File: src/rtl/emergency_drain_supervisor_top_assert.svh
// assertion macros shared by the emergency drain supervisor rtl
`ifndef EMERGENCY_DRAIN_SUPERVISOR_TOP_ASSERT_SVH
`define EMERGENCY_DRAIN_SUPERVISOR_TOP_ASSERT_SVH

// same-cycle implication, checked outside reset
`define EDS_ASSERT_NOW(label, ante, cons, msg) \
	label: assert property (@(posedge clk) disable iff (!arst_n) (ante) |-> (cons)) \
		else $error(msg);

// next-cycle implication, checked outside reset
`define EDS_ASSERT_NEXT(label, ante, cons, msg) \
	label: assert property (@(posedge clk) disable iff (!arst_n) (ante) |=> (cons)) \
		else $error(msg);

`endif

File: src/rtl/eds_pkg.sv
// shared types and constants of the emergency drain supervisor
`default_nettype none

package eds_pkg;

	// configuration register width and reset values
	localparam int unsigned CFG_WIDTH = 18;
	localparam logic [CFG_WIDTH-1:0] QUALIFY_RST = 18'd3000;
	localparam logic [CFG_WIDTH-1:0] MAX_DRAIN_RST = 18'd180000;
	localparam logic [CFG_WIDTH-1:0] EXTRA_DRAIN_RST = 18'd5000;
	localparam logic [CFG_WIDTH-1:0] WINDOW_HOLD_RST = 18'd20000;

	// register indexes
	localparam int unsigned CFG_IDX_WIDTH = 2;
	localparam logic [CFG_IDX_WIDTH-1:0] REG_QUALIFY = 2'd0;
	localparam logic [CFG_IDX_WIDTH-1:0] REG_MAX_DRAIN = 2'd1;
	localparam logic [CFG_IDX_WIDTH-1:0] REG_EXTRA_DRAIN = 2'd2;
	localparam logic [CFG_IDX_WIDTH-1:0] REG_WINDOW_HOLD = 2'd3;

	// phase codes
	typedef enum logic [2:0] {
		PH_IDLE = 3'd0,
		PH_QUAL = 3'd1,
		PH_DRAIN = 3'd2,
		PH_FINISHING = 3'd3,
		PH_FINISHED = 3'd4,
		PH_WAIT_CLEAR = 3'd5
	} phase_t;

	// configuration bundle
	typedef struct packed {
		logic [CFG_WIDTH-1:0] qualify_ticks;
		logic [CFG_WIDTH-1:0] max_drain_ticks;
		logic [CFG_WIDTH-1:0] extra_drain_ticks;
		logic [CFG_WIDTH-1:0] window_hold_ticks;
	} cfg_t;

	// phase machine state after the current tick
	typedef struct packed {
		logic active;
		phase_t phase;
	} phase_res_t;

endpackage

`default_nettype wire

File: src/rtl/eds_cfg_regs.sv
// configuration register file of the emergency drain supervisor
`default_nettype none

module eds_cfg_regs (
	input wire logic clk,
	input wire logic arst_n,
	input wire logic wr_en,
	input wire logic [eds_pkg::CFG_IDX_WIDTH-1:0] wr_index,
	input wire logic [eds_pkg::CFG_WIDTH-1:0] wr_data,
	output eds_pkg::cfg_t cfg
);

	eds_pkg::cfg_t cfg_q;

	// register writes
	always_ff @(posedge clk or negedge arst_n) begin
		if (!arst_n) begin
			cfg_q.qualify_ticks <= eds_pkg::QUALIFY_RST;
			cfg_q.max_drain_ticks <= eds_pkg::MAX_DRAIN_RST;
			cfg_q.extra_drain_ticks <= eds_pkg::EXTRA_DRAIN_RST;
			cfg_q.window_hold_ticks <= eds_pkg::WINDOW_HOLD_RST;
		end else if (wr_en) begin
			case (wr_index)
				eds_pkg::REG_QUALIFY: cfg_q.qualify_ticks <= wr_data;
				eds_pkg::REG_MAX_DRAIN: cfg_q.max_drain_ticks <= wr_data;
				eds_pkg::REG_EXTRA_DRAIN: cfg_q.extra_drain_ticks <= wr_data;
				eds_pkg::REG_WINDOW_HOLD: cfg_q.window_hold_ticks <= wr_data;
				default: cfg_q <= cfg_q;
			endcase
		end
	end

	assign cfg = cfg_q;

endmodule

`default_nettype wire

File: src/rtl/eds_phase_fsm.sv
// emergency drain phase machine with its saturating phase timer
`default_nettype none

module eds_phase_fsm #(
	parameter int unsigned TIMER_WIDTH = 18
) (
	input wire logic clk,
	input wire logic arst_n,
	input wire logic step,
	input wire logic cond,
	input wire logic empty,
	input wire eds_pkg::cfg_t cfg,
	output eds_pkg::phase_res_t res
);

	localparam int unsigned CW = (TIMER_WIDTH > eds_pkg::CFG_WIDTH) ?
		TIMER_WIDTH : eds_pkg::CFG_WIDTH;

	eds_pkg::phase_t phase_q, phase_d;
	logic active_q, active_d;
	logic [TIMER_WIDTH-1:0] timer_q, timer_d, elapsed;
	logic [CW-1:0] elapsed_x;

	// state registers, advanced once per accepted tick
	always_ff @(posedge clk or negedge arst_n) begin
		if (!arst_n) begin
			phase_q <= eds_pkg::PH_IDLE;
			active_q <= 1'b0;
			timer_q <= '0;
		end else if (step) begin
			phase_q <= phase_d;
			active_q <= active_d;
			timer_q <= timer_d;
		end
	end

	// saturating increment of the phase timer
	assign elapsed = (timer_q == '1) ? timer_q : timer_q + 1'b1;
	assign elapsed_x = CW'(elapsed);

	// next state
	always_comb begin
		phase_d = phase_q;
		active_d = active_q;
		timer_d = timer_q;
		case (phase_q)
			eds_pkg::PH_IDLE: begin
				if (cond) begin
					phase_d = eds_pkg::PH_QUAL;
					timer_d = '0;
				end
			end
			eds_pkg::PH_QUAL: begin
				timer_d = elapsed;
				if (!cond) begin
					phase_d = eds_pkg::PH_IDLE;
				end else if (elapsed_x >= CW'(cfg.qualify_ticks)) begin
					active_d = 1'b1;
					phase_d = eds_pkg::PH_DRAIN;
					timer_d = '0;
				end
			end
			eds_pkg::PH_DRAIN: begin
				timer_d = elapsed;
				if (empty || elapsed_x >= CW'(cfg.max_drain_ticks)) begin
					phase_d = eds_pkg::PH_FINISHING;
					timer_d = '0;
				end
			end
			eds_pkg::PH_FINISHING: begin
				timer_d = elapsed;
				if (elapsed_x >= CW'(cfg.extra_drain_ticks)) begin
					phase_d = eds_pkg::PH_FINISHED;
				end
			end
			eds_pkg::PH_FINISHED: begin
				active_d = 1'b0;
				phase_d = eds_pkg::PH_WAIT_CLEAR;
			end
			eds_pkg::PH_WAIT_CLEAR: begin
				if (!cond) begin
					phase_d = eds_pkg::PH_IDLE;
				end
			end
			default: phase_d = eds_pkg::PH_IDLE;
		endcase
	end

	assign res.active = active_d;
	assign res.phase = phase_d;

	`include "emergency_drain_supervisor_top_assert.svh"

	`EDS_ASSERT_NOW(a_drain_active, (phase_q == eds_pkg::PH_DRAIN), active_q, "draining without active flag")
	`EDS_ASSERT_NOW(a_idle_inactive, (phase_q == eds_pkg::PH_IDLE), !active_q, "idle with active flag")
	`EDS_ASSERT_NEXT(a_finished_once, (step && phase_q == eds_pkg::PH_FINISHED), (phase_q == eds_pkg::PH_WAIT_CLEAR && !active_q), "finished phase did not hand over to wait clear")
	`EDS_ASSERT_NEXT(a_hold_no_step, (!step), ($stable(phase_q) && $stable(timer_q)), "state moved without an accepted tick")

endmodule

`default_nettype wire

File: src/rtl/eds_window.sv
// safe window tracker: continuous pump run timer and window age timer
`default_nettype none

module eds_window #(
	parameter int unsigned TIMER_WIDTH = 18
) (
	input wire logic clk,
	input wire logic arst_n,
	input wire logic step,
	input wire logic pump,
	input wire eds_pkg::cfg_t cfg,
	output logic window_next
);

	localparam int unsigned CW = (TIMER_WIDTH > eds_pkg::CFG_WIDTH) ?
		TIMER_WIDTH : eds_pkg::CFG_WIDTH;

	logic [TIMER_WIDTH-1:0] pump_timer_q, pump_timer_d, pump_inc;
	logic [TIMER_WIDTH-1:0] age_q, age_d, age_inc;
	logic window_q;
	logic refreshed;

	// state registers
	always_ff @(posedge clk or negedge arst_n) begin
		if (!arst_n) begin
			pump_timer_q <= '0;
			age_q <= '0;
			window_q <= 1'b0;
		end else if (step) begin
			pump_timer_q <= pump_timer_d;
			age_q <= age_d;
			window_q <= window_next;
		end
	end

	// saturating increments
	assign pump_inc = (pump_timer_q == '1) ? pump_timer_q : pump_timer_q + 1'b1;
	assign age_inc = (age_q == '1) ? age_q : age_q + 1'b1;

	// pump run tracking and window refresh
	always_comb begin
		pump_timer_d = pump ? pump_inc : '0;
		refreshed = pump && (CW'(pump_inc) >= CW'(cfg.max_drain_ticks));
		age_d = refreshed ? '0 : age_inc;
		window_next = refreshed | window_q;
		if (CW'(age_d) >= CW'(cfg.window_hold_ticks)) begin
			window_next = 1'b0;
		end
	end

endmodule

`default_nettype wire

File: src/rtl/emergency_drain_supervisor_top.sv
// Emergency drain supervisor: one tick transaction is accepted per clock when the
// result register is free or being emptied in the same cycle. The phase machine and
// safe window tracker update in the cycle of acceptance and the result for that tick
// is presented from the result register on the next cycle. The sustained rate is one
// tick per clock; only a stalled result register holds off the tick input.
// Configuration writes are always ready and take effect on the next tick.
// TIMER_WIDTH (8 to 32) sets the saturating timer width.
`default_nettype none

module emergency_drain_supervisor_top #(
	parameter int unsigned TIMER_WIDTH = 18
) (
	input wire logic clk,
	input wire logic arst_n,
	// configuration write channel
	input wire logic cfg_valid,
	output logic cfg_ready,
	input wire logic [eds_pkg::CFG_IDX_WIDTH-1:0] cfg_index,
	input wire logic [eds_pkg::CFG_WIDTH-1:0] cfg_data,
	// tick channel
	input wire logic tick_valid,
	output logic tick_stall,
	input wire logic door_locked,
	input wire logic level_safe,
	input wire logic level_empty,
	input wire logic pump_running,
	// result channel
	output logic res_valid,
	input wire logic res_stall,
	output logic drain_request,
	output logic drain_active,
	output logic window_open,
	output logic busy_res,
	output logic [2:0] phase
);

	eds_pkg::cfg_t cfg;
	eds_pkg::phase_res_t phase_res;
	logic step;
	logic window_next;
	logic busy_next;
	logic res_valid_q;
	logic active_q, window_q, busy_q;
	eds_pkg::phase_t phase_q;

	// handshakes
	assign cfg_ready = 1'b1;
	assign tick_stall = res_valid_q & res_stall;
	assign step = tick_valid & ~tick_stall;

	eds_cfg_regs u_cfg (
		.clk(clk),
		.arst_n(arst_n),
		.wr_en(cfg_valid & cfg_ready),
		.wr_index(cfg_index),
		.wr_data(cfg_data),
		.cfg(cfg)
	);

	eds_phase_fsm #(
		.TIMER_WIDTH(TIMER_WIDTH)
	) u_fsm (
		.clk(clk),
		.arst_n(arst_n),
		.step(step),
		.cond(~door_locked & ~level_safe),
		.empty(level_empty),
		.cfg(cfg),
		.res(phase_res)
	);

	eds_window #(
		.TIMER_WIDTH(TIMER_WIDTH)
	) u_window (
		.clk(clk),
		.arst_n(arst_n),
		.step(step),
		.pump(pump_running),
		.cfg(cfg),
		.window_next(window_next)
	);

	// busy unless idle or waiting for the condition to clear
	always_comb begin
		busy_next = !(phase_res.phase inside {eds_pkg::PH_IDLE, eds_pkg::PH_WAIT_CLEAR});
	end

	// result valid flag
	always_ff @(posedge clk or negedge arst_n) begin
		if (!arst_n) begin
			res_valid_q <= 1'b0;
		end else if (step) begin
			res_valid_q <= 1'b1;
		end else if (!res_stall) begin
			res_valid_q <= 1'b0;
		end
	end

	// result payload
	always_ff @(posedge clk) begin
		if (step) begin
			active_q <= phase_res.active;
			window_q <= window_next;
			busy_q <= busy_next;
			phase_q <= phase_res.phase;
		end
	end

	assign res_valid = res_valid_q;
	assign drain_request = active_q;
	assign drain_active = active_q;
	assign window_open = window_q;
	assign busy_res = busy_q;
	assign phase = phase_q;

endmodule

`default_nettype wire
File: config.mk
export PLATFORM = sky130hd
export DESIGN_NAME = emergency_drain_supervisor_top
export DESIGN_NICKNAME = d
export VERILOG_FILES = /design/src/rtl/eds_pkg.sv /design/src/rtl/eds_cfg_regs.sv /design/src/rtl/eds_phase_fsm.sv /design/src/rtl/eds_window.sv /design/src/rtl/emergency_drain_supervisor_top.sv
export VERILOG_INCLUDE_DIRS = /design/src /design/src/rtl
export SDC_FILE = /design/constraint.sdc
export NUM_CORES = 1
export LEC_CHECK = 0
export BUFFER_PORTS_ARGS = -buffer_cell sky130_fd_sc_hd__buf_4
export CAP_MARGIN = 20
export CORE_UTILIZATION = 35
export CTS_CLUSTER_SIZE = 20
export DETAILED_ROUTE_END_ITERATION = 16
export GPL_TIMING_DRIVEN = 0
export SLEW_MARGIN = 20
export SYNTH_ARGS = -nofsm -noshare
export SYNTH_HDL_FRONTEND = slang
export SYNTH_HIERARCHICAL = 1
export SYNTH_SLANG_ARGS = --single-unit
File: constraint.sdc
create_clock -name clk -period 5 [get_ports clk]
set_input_delay 0.75 -clock clk [delete_from_list [all_inputs] [get_ports clk]]
set_output_delay 0.75 -clock clk [all_outputs]
set_load 0.02 [all_outputs]
# After elaboration in Yosys (flattened, before gate mapping)
# Index checks and enable logic that the tools add are counted.
dict set report word_totals {
  regBits 138
  in_bits 29
  out_inout_bits 10
  elab_cells 80
}
dict set report op_classes {
  addsub 3
  n_lt_le_gt_ge 5
  eq_ne 14
  mux 23
  n_bitwise 7
  reduce_logical 13
}
# operator count
set ops {}
lappend ops {{$mux W18} 9}
lappend ops {{$ge A18 B18 Y1} 5}
lappend ops {{$pmux W18 S4} 1}
lappend ops {{$add A18 B1 Y18 const B} 3}
lappend ops {{$eq A18 B18 Y1 const B} 3}
lappend ops {{$mux W3} 6}
lappend ops {{$pmux W3 S6} 1}
lappend ops {{$eq A3 B3 Y1 const B} 3}
lappend ops {{$reduce_and A2 Y1} 4}
lappend ops {{$eq A3 B2 Y1 const B} 2}
lappend ops {{$logic_not A3 Y1} 2}
lappend ops {{$mux W1} 5}
lappend ops {{$eq A2 B2 Y1 const B} 2}
lappend ops {{$ne A2 B1 Y1 const B} 2}
lappend ops {{$reduce_bool A4 Y1} 1}
lappend ops {{$and A1 B1 Y1} 3}
lappend ops {{$eq A3 B1 Y1 const B} 1}
lappend ops {{$not A1 Y1} 3}
lappend ops {{$reduce_and A3 Y1} 1}
lappend ops {{$eq A2 B1 Y1 const B} 1}
lappend ops {{$logic_not A2 Y1} 1}
lappend ops {{$pmux W1 S2} 1}
lappend ops {{$reduce_bool A2 Y1} 1}
lappend ops {{$logic_and A1 B1 Y1} 1}
lappend ops {{3 further kinds} 3}

# Longest topological paths before layout
# Gate-level depths: netlist of run 1.
dict set report logic_depth {
  word_depth 9
  ltp_mapped 24
  mapped_depth_nobuf 22
}

# Modules after synthesis
# The synthesis of run 1 kept the hierarchy.
# mod instances cells_per_inst area_per_inst_um2 seq_area_each_um2
set modules_own_cells {}
lappend modules_own_cells {eds_window 1 441 3470.8 925.9}
lappend modules_own_cells {eds_phase_fsm 1 355 2796.4 550.5}
lappend modules_own_cells {eds_cfg_regs 1 153 2730.1 1834.3}
lappend modules_own_cells {emergency_drain_supervisor_top 1 16 266.5 205.2}

# Worst setup path before layout of run 1
# No wires, ideal clock.
dict set report synth_path {
  path_kind {register to register}
  start {register u_window.pump_timer_q[0]}
  end {register window_q (netlist: window_open) (data pin)}
  setup_time_ps 260
  arrival_ps 4280
  t_required_ps 4740
  slack_ps 461
  path_stages_with_launch 25
  n_path_buf 3
  synth_period_minus_slack_ps 4539
  cell_sequence {dfrtp_1 > ha_1 > and3_1 > nand3_1 > or2_2 > clkbuf_1 > nand4_1 > xnor2_1 > ha_1 > a21o_1 > nand3_1 > a21oi_1 > o311a_1 > or2_1 > buf_2 > buf_2 > nor2_1 > ha_1 > nand2_1 > nor2_1 > nand4_1 > o41ai_1 > nand3_1 > o211ai_1 > nor2_1}
}
dict set report synth_via {
  elab_chain_cells 7
  word_cells_on_any_way 9
  classes_between {1 x add/sub; 2 x order compare; 1 x eq/ne; 3 x mux; 1 x bitwise; 1 x reduce/logical}
}
# item line_no
set synth_lines {}
lappend synth_lines {{from (decl)} eds_window.sv:18} ;# logic [TIMER_WIDTH-1:0] pump_timer_q, pump_timer_d, pump_inc;
lappend synth_lines {{from (signal assigned)} eds_window.sv:30} ;# pump_timer_q <= pump_timer_d;
lappend synth_lines {{$add A18 B1 Y18 / $eq A18 B18 Y1 (equally long branches)} eds_window.sv:37} ;# assign pump_inc = (pump_timer_q == '1) ? pump_timer_q : pump_timer_q + 1'b1;
lappend synth_lines {{$mux W18 (*)} eds_window.sv:37}
lappend synth_lines {{$ge A18 B18 Y1 (*)} eds_window.sv:43} ;# refreshed = pump && (CW'(pump_inc) >= CW'(cfg.max_drain_ticks));
lappend synth_lines {{$logic_and A1 B1 Y1 (*)} eds_window.sv:43}
lappend synth_lines {{$mux W18 (*)} eds_window.sv:44} ;# age_d = refreshed ? '0 : age_inc;
lappend synth_lines {{via u_window.age_d[13]} eds_window.sv:19} ;# logic [TIMER_WIDTH-1:0] age_q, age_d, age_inc;
lappend synth_lines {{$ge A18 B18 Y1 (*)} eds_window.sv:46} ;# if (CW'(age_d) >= CW'(cfg.window_hold_ticks)) begin
lappend synth_lines {{$mux W1 (*)} eds_window.sv:46}
lappend synth_lines {{via window_next} emergency_drain_supervisor_top.sv:40} ;# logic window_next;
lappend synth_lines {{to (signal assigned)} emergency_drain_supervisor_top.sv:103} ;# window_q <= window_next;
lappend synth_lines {{to (decl)} emergency_drain_supervisor_top.sv:43} ;# logic active_q, window_q, busy_q;
# Mark *: on every way through the listed nets, which the timed path passes. The rest lies on a longest branch.
# A chain may end at the register's enable or synchronous reset.

# Worst setup path in the final report of run 1
# Ends and elaborated chain as after synthesis.

==> impl_metrics.yaml, run 1 <==
layout:
  multi_input_area_um2: 5261
  seq_area_um2: 3518
  final_cells: 1374
  fin_area_um2: 10710
  syn_to_final_growth_pct: 15.60
  fin_nets: 1148
  antenna_cells: 0
  utilization_pct: 41.21
  nFillCells: 2603
  drive_above_1_share_pct: 22.71
placed_design:
  hpwl_mm: 17.08
  placed_cells: 1338
  io_buffers: 37
  place.gp.congestion: 0.8251
  detailedPlace.worstSlack_ps: -375.6
  place_area_um2: 10000
synth:
  yosys.area.top_type: "dfrtp_1"
  synthTopCellsByCount: "dfrtp_1 (106), inv_1 (99), ha_1 (93), nand2_1 (82), mux2_2 (75)"
  ys_top_cells_by_area: "dfrtp_1 (29%), ha_1 (13%), mux2_2 (9.1%)"
  netlist_area_um2: 9264
  synth_fp_nets: 1087
  async_flop_share_pct: 95.65
  yosysUniqueCellTypes: 76
  yosys.cell_count.top_type: "dfrtp_1"
  synth-edff-count: 6
  ys_seq_elements: 138
  synth_top_area_share_pct: 28.63
  yosysSeqAreaShare_pct: 37.95
  synth-main-ff-cell: "dfrtp_1"
  synthCells: 965
  avgSynthCellArea_um2: 9.600
  yosys_warnings: 6
sta:
  setup-tns-final_ps: 0
  clock.fmax_mhz: 211.0
  hold_slack_ps: 246.2
  slew_violations: 0
  fin_crit_sh_pct: 94.81
  slew-limit-headroom_pct: 44.25
  finalWorstSetupSlack_ps: 259.6
  setup_violations: 0
  hold_viol: 0
  finClkSkew_ps: 11.36
  worst_slew_pin_slew_ps: 825.5
  fin_crit_ps: 4740
global_routing:
  gr-usage-all-layers_pct: 17.96
  overflow: 0
  grt_pass1_vias: 7011
  grt_max_degree: 77
  antenna_found_initial: 0
  grt_pass1_wl_mm: 37.27
drt:
  totalWireLength_mm: 23.04
  drc: 0
  vias: 7289
  viasPerCell: 5.305
  firstDrtPassIters: 5
  drt-initial-drc-count: 431
  antenna_left: 0
  wl_per_cell_um: 16.76
setup_path:
  startpoint_type: "flip-flop"
  end_kind: "flip-flop"
  cp_top_family: "compound AO/OA/AOI/OAI gates"
  worstPathArrival_ps: 5030
  crit_buf_inv: 2
  crit_type: "reg -> reg"
  r2r_slack_ps: 260
  max_stage_delay_ps: 430
  r2r_cells: 22
  slowest_stage: "dfrtp_2"
  cp.required_ps: 5290
  r2r-end: "window_open$_DFFE_PP_"
  crit_path_max_fanout: 10
  path_cells: "ha_4 > and3_4 > nand3_2 > or2_4 > nand4_1 > xnor2_1 > ha_1 > a21o_1 > nand3_1 > a21oi_1 > o311a_4 > or2_1 > buf_4 > buf_6 > a21oi_2 > ha_1 > a21o_1 > a221o_1 > a21oi_2 > o21a_1 > o211ai_1 > nor2_1"
  r2r_start: "u_window/pump_timer_q[0]$_DFFE_PN0P_"
floorplan:
  num_rows: 59
  fp.dieH_um: 164.7
  fp.dieW_um: 164.7
  coreArea_um2: 25980
  die_area_um2: 27120
  initial_core_util_pct: 35.65
  top_level_ports: 39
cts:
  cts_tree: "done"
  htree_levels: 4
  numCtsBuffers: 17
  hold_buffers: 0
  clk_pin_slew_ps: 70
  cts.sinks: 138
  cts_max_path_buffers: 2
  root_buffer: "clkbuf_16"
  clk_latency_ps: 430
power:
  p_leak_nw: 4.953
  finalPower_mw: 3.984
  pwr_density_cell_nw_per_um2: 372.0
  vdd_ir_drop_max_uv: 186.4
min_path:
  hold_class: "in -> async"
run_status:
  status: "finished, final reports clean"
run:
  max_cap_viol_count: 0
routing by layer:
| metal | track usage (%) | part of all wire, % | vias to the layer above |
|---|---|---|---|
| li1 | - | - | 3569 |
| met1 | 26.21 | 51 | 3563 |
| met5 | 0 | 0 | - |
| met3 | 3.541 | 4.4 | 19 |
| met2 | 26.91 | 44 | 138 |
| met4 | 4.504 | 1.2 | 0 |
report_power, final:
part           leakage [nW]  total, mW  switching [mW]  internal (mW)
registers              1.66       1.51           0.161           1.34
clock network         0.278       1.28           0.527          0.754
logic                  3.02       1.20           0.665          0.533
cells in the final DEF, fill, tap and decap left out, types with 5 or more instances in the layout:
| master | n |
|---|---|
| a21o_1 | 17 |
| a21oi_1 | 64 |
| a22o_1 | 26 |
| and3_1 | 12 |
| and4_1 | 5 |
| buf_4 | 48 |
| buf_6 | 5 |
| clkbuf_1 | 13 |
| clkbuf_16 | 17 |
| dfrtp_1 | 104 |
| dfstp_2 | 26 |
| edfxtp_1 | 6 |
| ha_1 | 92 |
| inv_1 | 99 |
| mux2_2 | 75 |
| nand2_1 | 82 |
| nand2b_1 | 9 |
| nand3_1 | 33 |
| nand4_1 | 30 |
| nor2_1 | 50 |
| nor2b_1 | 5 |
| nor3_1 | 19 |
| o211ai_1 | 5 |
| o21a_1 | 8 |
| o21ai_0 | 28 |
| o21ai_1 | 5 |
| o31ai_1 | 8 |
| or3_1 | 5 |
| xnor2_1 | 27 |
| xor2_1 | 11 |
state kept, by name, indices dropped and copies added, names as in the netlist:
| name | flops |
|---|---|
| drain_active | 1 |
| window_open | 1 |
| u_fsm/active_q | 1 |
| phase | 3 |
| u_cfg/cfg | 72 |
| u_window/window_q | 1 |
| u_window/pump_timer_q | 18 |
| busy_res | 1 |
| u_fsm/phase_q | 3 |
| res_valid | 1 |
| u_fsm/timer_q | 18 |
| u_window/age_q | 18 |
how the worst max path moves through the flow:
stage / start / to / slack (ps) / cells after the start
2_1_floorplan: u_window/pump_timer_q[0]$_DFFE_PN0P_ / window_open$_DFFE_PP_ / 460 / 24
3_3_place_gp: u_window/pump_timer_q[0]$_DFFE_PN0P_ / window_open$_DFFE_PP_ / -370 / 24
3_5_place_dp: u_window/pump_timer_q[0]$_DFFE_PN0P_ / window_open$_DFFE_PP_ / -380 / 23
4_1_cts: u_window/pump_timer_q[0]$_DFFE_PN0P_ / window_open$_DFFE_PP_ / 20 / 23
5_1_grt: u_window/pump_timer_q[0]$_DFFE_PN0P_ / window_open$_DFFE_PP_ / -20 / 22
6_report: u_window/pump_timer_q[0]$_DFFE_PN0P_ / window_open$_DFFE_PP_ / 260 / 22
timing repair:
item	CTS	global route
setup endpoints to repair	2	2
gates cloned	0	1
setup buffers	1	3
hold endpoints to repair	0	0
resized for setup	8	22
pin swaps	3	9
area by class of cell:
cell class,instances,share of cell area (%)
repair buffers,43,3.248
flip-flops and latches,138,32.85
inverters,99,3.470
multi-input cells,696,49.13
clock buffers,20,4.171
clock inverters,12,1.320
plain buffers,31,1.893
well taps,335,3.914
worst reg2reg max path, delay by kind of cell, from the launching register on:
kind	cells	cell delay (ps)
flip-flops	1	430
AO/OA/AOI/OAI	9	1760
AND/OR/NAND/NOR	7	1230
XOR/XNOR	1	150
buffers and inverters	2	340
adder cells (fa/ha/maj)	3	690
cell families (layout without fill, tap and decap cells):
| group | Yosys count | after routing | synth area share, % |
|---|---|---|---|
| other cells | 1 | 1 | 0.04048 |
| mux | 75 | 75 | 9.117 |
| xor+xnor | 38 | 38 | 3.593 |
| compound gates | 202 | 202 | 14.68 |
| simple gates | 287 | 287 | 15.99 |
| buf+inv | 131 | 205 | 6.064 |
| fa+ha+maj | 93 | 93 | 12.56 |
| flops | 138 | 138 | 37.95 |
Note: power is estimated with default switching activity, not from simulation.
==> run 2: changes to the inputs <==
==> constraint.sdc (replaced) <==
create_clock -name clk -period 4.3 [get_ports clk]
set_input_delay 0.645 -clock clk [delete_from_list [all_inputs] [get_ports clk]]
set_output_delay 0.645 -clock clk [all_outputs]
set_load 0.02 [all_outputs]
==> run 2 against run 1 <==
  * The run now ends with setup timing left
  * Critical path depth shrank 2
  * Non-clock buffer count increased by 26
  * Via count rose by 2.2%
  * Die area unchanged
  * Worst setup slack got worse by 450 ps
  * Routed wire length up 2.1%
  * Power increased by 16%
  * First-iteration DRC count decreased by 4.6%
  * Core utilization up 1.4 points
  * Critical endpoint unchanged
==> impl_metrics.yaml, run 2 (synthesized netlist as in run 1, its figures left out) <==
run_status:
  status: "finished, violations left"
  violations: "setup timing"
drt:
  viasPerCell: 5.323
  drt-initial-drc-count: 411
  antenna_left: 0
  vias: 7452
  drc: 0
  wl_per_cell_um: 16.80
  firstDrtPassIters: 4
  totalWireLength_mm: 23.52
cts:
  numCtsBuffers: 17
  clk_pin_slew_ps: 60
  root_buffer: "clkbuf_16"
  cts_max_path_buffers: 2
  cts.sinks: 138
  htree_levels: 4
  cts_tree: "done"
  clk_latency_ps: 430
sta:
  slew_violations: 0
  setup_violations: 2
  fin_crit_ps: 4492
  setup-tns-final_ps: -286.0
  clock.fmax_mhz: 222.6
  slew-limit-headroom_pct: 50.59
  finalWorstSetupSlack_ps: -192.1
  worst_slew_pin_slew_ps: 736.7
  hold_viol: 0
  fin_crit_sh_pct: 104.5
  hold_slack_ps: 144.9
  finClkSkew_ps: 8.363
  rsz0062_at_grt: "true"
setup_path:
  crit_start: "u_window/pump_timer_q[4]$_DFFE_PN0P_"
  worstPathArrival_ps: 4660
  crit_path_max_fanout: 7
  crit_type: "reg -> reg"
  startpoint_type: "flip-flop"
  cp.required_ps: 4470
  end_kind: "flip-flop"
  r2r_start: "u_window/pump_timer_q[4]$_DFFE_PN0P_"
layout:
  final_common_cell: "dfrtp_1"
  final_cell_mix: "dfrtp_1 (104), inv_1 (99), ha_1 (90), nand2_1 (78)"
  drive_above_1_share_pct: 26.95
  syn_to_final_growth_pct: 19.41
  nFillCells: 2566
  final_cells: 1400
  largest_register_ffs: 72
  antenna_cells: 0
  fin_nets: 1174
floorplan:
  num_rows: 59
  top_level_ports: 39
  fp.dieW_um: 164.7
  coreArea_um2: 25980
  initial_core_util_pct: 35.65
  die_area_um2: 27120
  fp.dieH_um: 164.7
global_routing:
  antenna_found_initial: 0
  overflow: 0
  grt_pass1_wl_mm: 38.59
  grt_pass1_vias: 7318
  gr-usage-all-layers_pct: 18.60
  grt_max_degree: 80
min_path:
  hold_class: "in -> async"
placed_design:
  placed_cells: 1338
  io_buffers: 37
  place.gp.congestion: 0.8415
  hpwl_mm: 17.01
power:
  vdd_ir_drop_max_uv: 237.0
  p_leak_nw: 5.141
  pwr_density_cell_nw_per_um2: 417.8
run:
  max_cap_viol_count: 0
run 2: power breakdown:
group	leakage, nW	total [mW]	internal [mW]	switching [mW]
Combinational	3.22	1.45	0.652	0.802
Sequential	1.66	1.75	1.56	0.184
Clock	0.260	1.42	0.800	0.620
Total	5.14	4.62	3.02	1.61
run 2: layout make-up:
class                      instances  area [um^2]  share of cell area [%]
buffer                            29        206.4                   1.866
timing repair buffer              71        558.0                   5.045
clock buffer                      19        432.9                   3.914
multi-input combinational        696         5433                   49.11
tap                              335        419.2                   3.789
sequential                       138         3518                   31.81
clock inverter                    13        122.6                   1.108
inverter                          99        371.6                   3.359
run 2: path summary, 6_finish.rpt:
kind / end / slack, ps / depth (start not counted)
worst max-delay path: window_open$_DFFE_PP_ / -190 / 20
worst min-delay path: u_cfg/cfg[56]$_DFFE_PN0P_ / 140 / 1
worst max register to register: window_open$_DFFE_PP_ / -190 / 20
worst min register to register: u_cfg/cfg[19]$_DFFE_PN0P_ / 500 / 1
max in group asynchronous: u_cfg/cfg[49]$_DFFE_PN1P_ / 3370 / 2
min in group clk: res_valid$_DFFE_PN0P_ / 410 / 2
run 2: metal layers:
metal	up-vias	routed length, um	GRT usage, %
met5	-	0	0
met4	0	325	5.171
met3	26	985	3.616
met2	159	10260	28.36
met1	3648	11950	26.61
li1	3619	-	-
run 2: timing repair:
item / in CTS / in global routing
gates cloned: 1 / 0
setup buffers: 19 / 13
pin swaps: 19 / 27
hold buffers: 0 / 0
endpoints found under the setup margin: 3 / 27
gates resized for setup: 29 / 24
run 2: stage by stage:
step                      power [mW]  utilization (%)  instance area (um^2)  setup slack, ps
after global placement         3.073            38.53                 10010           -663.2
after CTS                      4.619            41.80                 10860           -192.1
after floorplan                2.707                -                  9315            3.187
after detailed placement       3.121            38.68                 10050           -722.5
final                          4.622            42.57                 11060           -192.1
after global routing           4.954            42.57                 11060           -435.1
run 2: critical path: stages (launching register included):
cell,delay (ps)
dfrtp_1,380
and4_4,220
nand4_1,170
buf_6,190
o211ai_1,270
xnor2_1,170
ha_1,280
a211oi_2,220
o21bai_1,110
o311a_4,390
or2_4,290
buf_8,150
a21oi_4,150
ha_4,170
nand2_4,50
nor2_4,110
nand4_1,150
o41ai_2,360
nand3_1,110
o211ai_1,190
nor2_1,90
==> run 3: changes to the inputs <==
--- a/config.mk
+++ b/config.mk
@@ -8,10 +8,13 @@
 export LEC_CHECK = 0
 export BUFFER_PORTS_ARGS = -buffer_cell sky130_fd_sc_hd__buf_4
 export CAP_MARGIN = 20
+export CELL_PAD_IN_SITES_DETAIL_PLACEMENT = 0
+export CELL_PAD_IN_SITES_GLOBAL_PLACEMENT = 1
 export CORE_UTILIZATION = 35
 export CTS_CLUSTER_SIZE = 20
 export DETAILED_ROUTE_END_ITERATION = 16
 export GPL_TIMING_DRIVEN = 0
+export PLACE_DENSITY_LB_ADDON = 0.1
 export SLEW_MARGIN = 20
 export SYNTH_ARGS = -nofsm -noshare
 export SYNTH_HDL_FRONTEND = slang
==> run 3 against run 2 <==
  * The run still ends with setup timing left
  * Routed wire length increased by 8.4%
  * Register-to-register slack improved by 40 ps
  * Count of clock-buffer cells in the layout decreased by 1
  * Fmax increased by 0.83%
  * Power increased by 2.2%
  * Core utilization increased by 1.2 points
  * Critical path type unchanged
==> impl_metrics.yaml, run 3 (synthesized netlist as in run 1, its figures left out) <==
run_status:
  status: "finished, violations left"
  violations: "setup timing"
global_routing:
  gr-usage-all-layers_pct: 19.60
  grt_pass1_vias: 7101
  grt_pass1_wl_mm: 40.13
  antenna_found_initial: 0
  grt_max_degree: 78
  overflow: 0
setup_path:
  path_cells: "ha_4 > and3_4 > nand3_4 > or2_4 > buf_4 > nand3_2 > xnor2_2 > ha_1 > a21oi_2 > a21oi_2 > o311a_1 > or2_4 > buf_12 > a21oi_4 > ha_4 > nand2_4 > nor2_4 > nand4_1 > o41ai_2 > nand3_1 > o211ai_1 > nor2_1"
  cp_top_family: "simple AND/OR/NAND/NOR gates"
  r2r_slack_ps: -160
  startpoint_type: "flip-flop"
  max_stage_delay_ps: 400
  crit_type: "reg -> reg"
  worstPathArrival_ps: 4620
  end_kind: "flip-flop"
  slowest_stage: "dfrtp_1"
  cp.required_ps: 4460
  crit_buf_inv: 2
  crit_path_max_fanout: 10
layout:
  seq_area_um2: 3522
  final_cell_mix: "dfrtp_1 (101), inv_1 (99), buf_4 (95), ha_1 (88)"
  drive_above_1_share_pct: 29.66
  antenna_cells: 0
  multi_input_area_um2: 5512
  fin_nets: 1198
  syn_to_final_growth_pct: 22.69
  utilization_pct: 43.74
  largest_register_ffs: 72
  nFillCells: 2580
  final_common_cell: "dfrtp_1"
placed_design:
  hpwl_mm: 18.37
  io_buffers: 37
  place.gp.congestion: 0.7987
power:
  vdd_ir_drop_max_uv: 265.1
  finalPower_mw: 4.724
  pwr_density_cell_nw_per_um2: 415.6
  p_leak_nw: 5.266
floorplan:
  die_area_um2: 27120
  num_rows: 59
  coreArea_um2: 25980
  fp.dieH_um: 164.7
  initial_core_util_pct: 35.65
  top_level_ports: 39
  fp.dieW_um: 164.7
cts:
  root_buffer: "clkbuf_16"
  hold_buffers: 0
  cts_tree: "done"
  clk_latency_ps: 430
  cts.sinks: 138
  numCtsBuffers: 17
  cts_max_path_buffers: 2
  htree_levels: 4
  clk_pin_slew_ps: 60
drt:
  wl_per_cell_um: 17.91
  vias: 7400
  viasPerCell: 5.197
  drt-initial-drc-count: 402
  totalWireLength_mm: 25.50
  drc: 0
  antenna_left: 0
  firstDrtPassIters: 5
sta:
  finalWorstSetupSlack_ps: -155.3
  setup-tns-final_ps: -216.3
  finClkSkew_ps: 12.34
  fin_crit_sh_pct: 103.6
  slew_violations: 0
  worst_slew_pin_slew_ps: 873.2
  hold_viol: 0
  rsz0062_at_grt: "true"
  setup_violations: 2
  slew-limit-headroom_pct: 41.43
  clock.fmax_mhz: 224.5
  hold_slack_ps: 139.6
  fin_crit_ps: 4455
min_path:
  hold_class: "in -> async"
run:
  max_cap_viol_count: 0
[run 3: cell types whose count changed in the layout (fill, tap and decap cells not counted), moves of 3 or more]
| cell | change |
|---|---|
| a21oi_1 | -3 |
| buf_4 | +20 |
| buf_6 | +3 |
| dfrtp_1 | -3 |
| dfrtp_2 | +3 |
| nand2_1 | -3 |
| nor2_2 | -3 |
[run 3: path summary, 6_finish.rpt]
check	cells after the start	startpoint	end
max	22	u_window/pump_timer_q[1]$_DFFE_PN0P_	window_open$_DFFE_PP_
min	1	arst_n	u_window/age_q[13]$_DFFE_PN0P_
max reg2reg	22	u_window/pump_timer_q[1]$_DFFE_PN0P_	window_open$_DFFE_PP_
min reg2reg	1	u_cfg/cfg[24]$_DFFE_PN0P_	u_cfg/cfg[24]$_DFFE_PN0P_
max in group asynchronous	2	arst_n	u_cfg/cfg[63]$_DFFE_PN1P_
min in group clk	2	tick_valid	res_valid$_DFFE_PN0P_
[run 3: repair_timing]
item                       CTS  global route
gates resized for setup     42            37
pin swaps                   25            33
buffers inserted            47            14
gates cloned                 1             0
setup endpoints to repair    6            23
[run 3: power by group]
group          switching (mW)  internal [mW]  total [mW]
sequential              0.183           1.56        1.75
combinational           0.827          0.677        1.50
clock                   0.618          0.856        1.47
total                    1.63           3.10        4.72
[run 3: final cells by class]
type	count	share of cell area [%]
Buffer	29	1.926
Multi-Input combinational cell	696	48.49
Sequential cell	138	30.99
Inverter	99	3.269
Timing Repair Buffer	95	6.583
Clock inverter	14	1.277
Tap cell	335	3.688
Clock buffer	18	3.776
[run 3: routing by layer]
metal | global-route usage, % | routed length (um) | up-vias
li1 | - | - | 3660
met1 | 28.55 | 13160 | 3622
met2 | 30.44 | 11450 | 101
met3 | 2.988 | 653 | 17
met4 | 4.128 | 231 | 0
met5 | 0 | 0 | -
[run 3: metrics by stage]
| stage | instance area, um^2 | instances | setup WS [ps] |
|---|---|---|---|
| floorplan | 9315 | 965 | 3.187 |
| global placement | 10010 | 1337 | -754.7 |
| detailed placement | 10050 | 1338 | -739.1 |
| CTS | 11130 | 1416 | -133.8 |
| global route | 11370 | 1424 | -400.3 |
| finish | 11370 | 1424 | -155.3 |
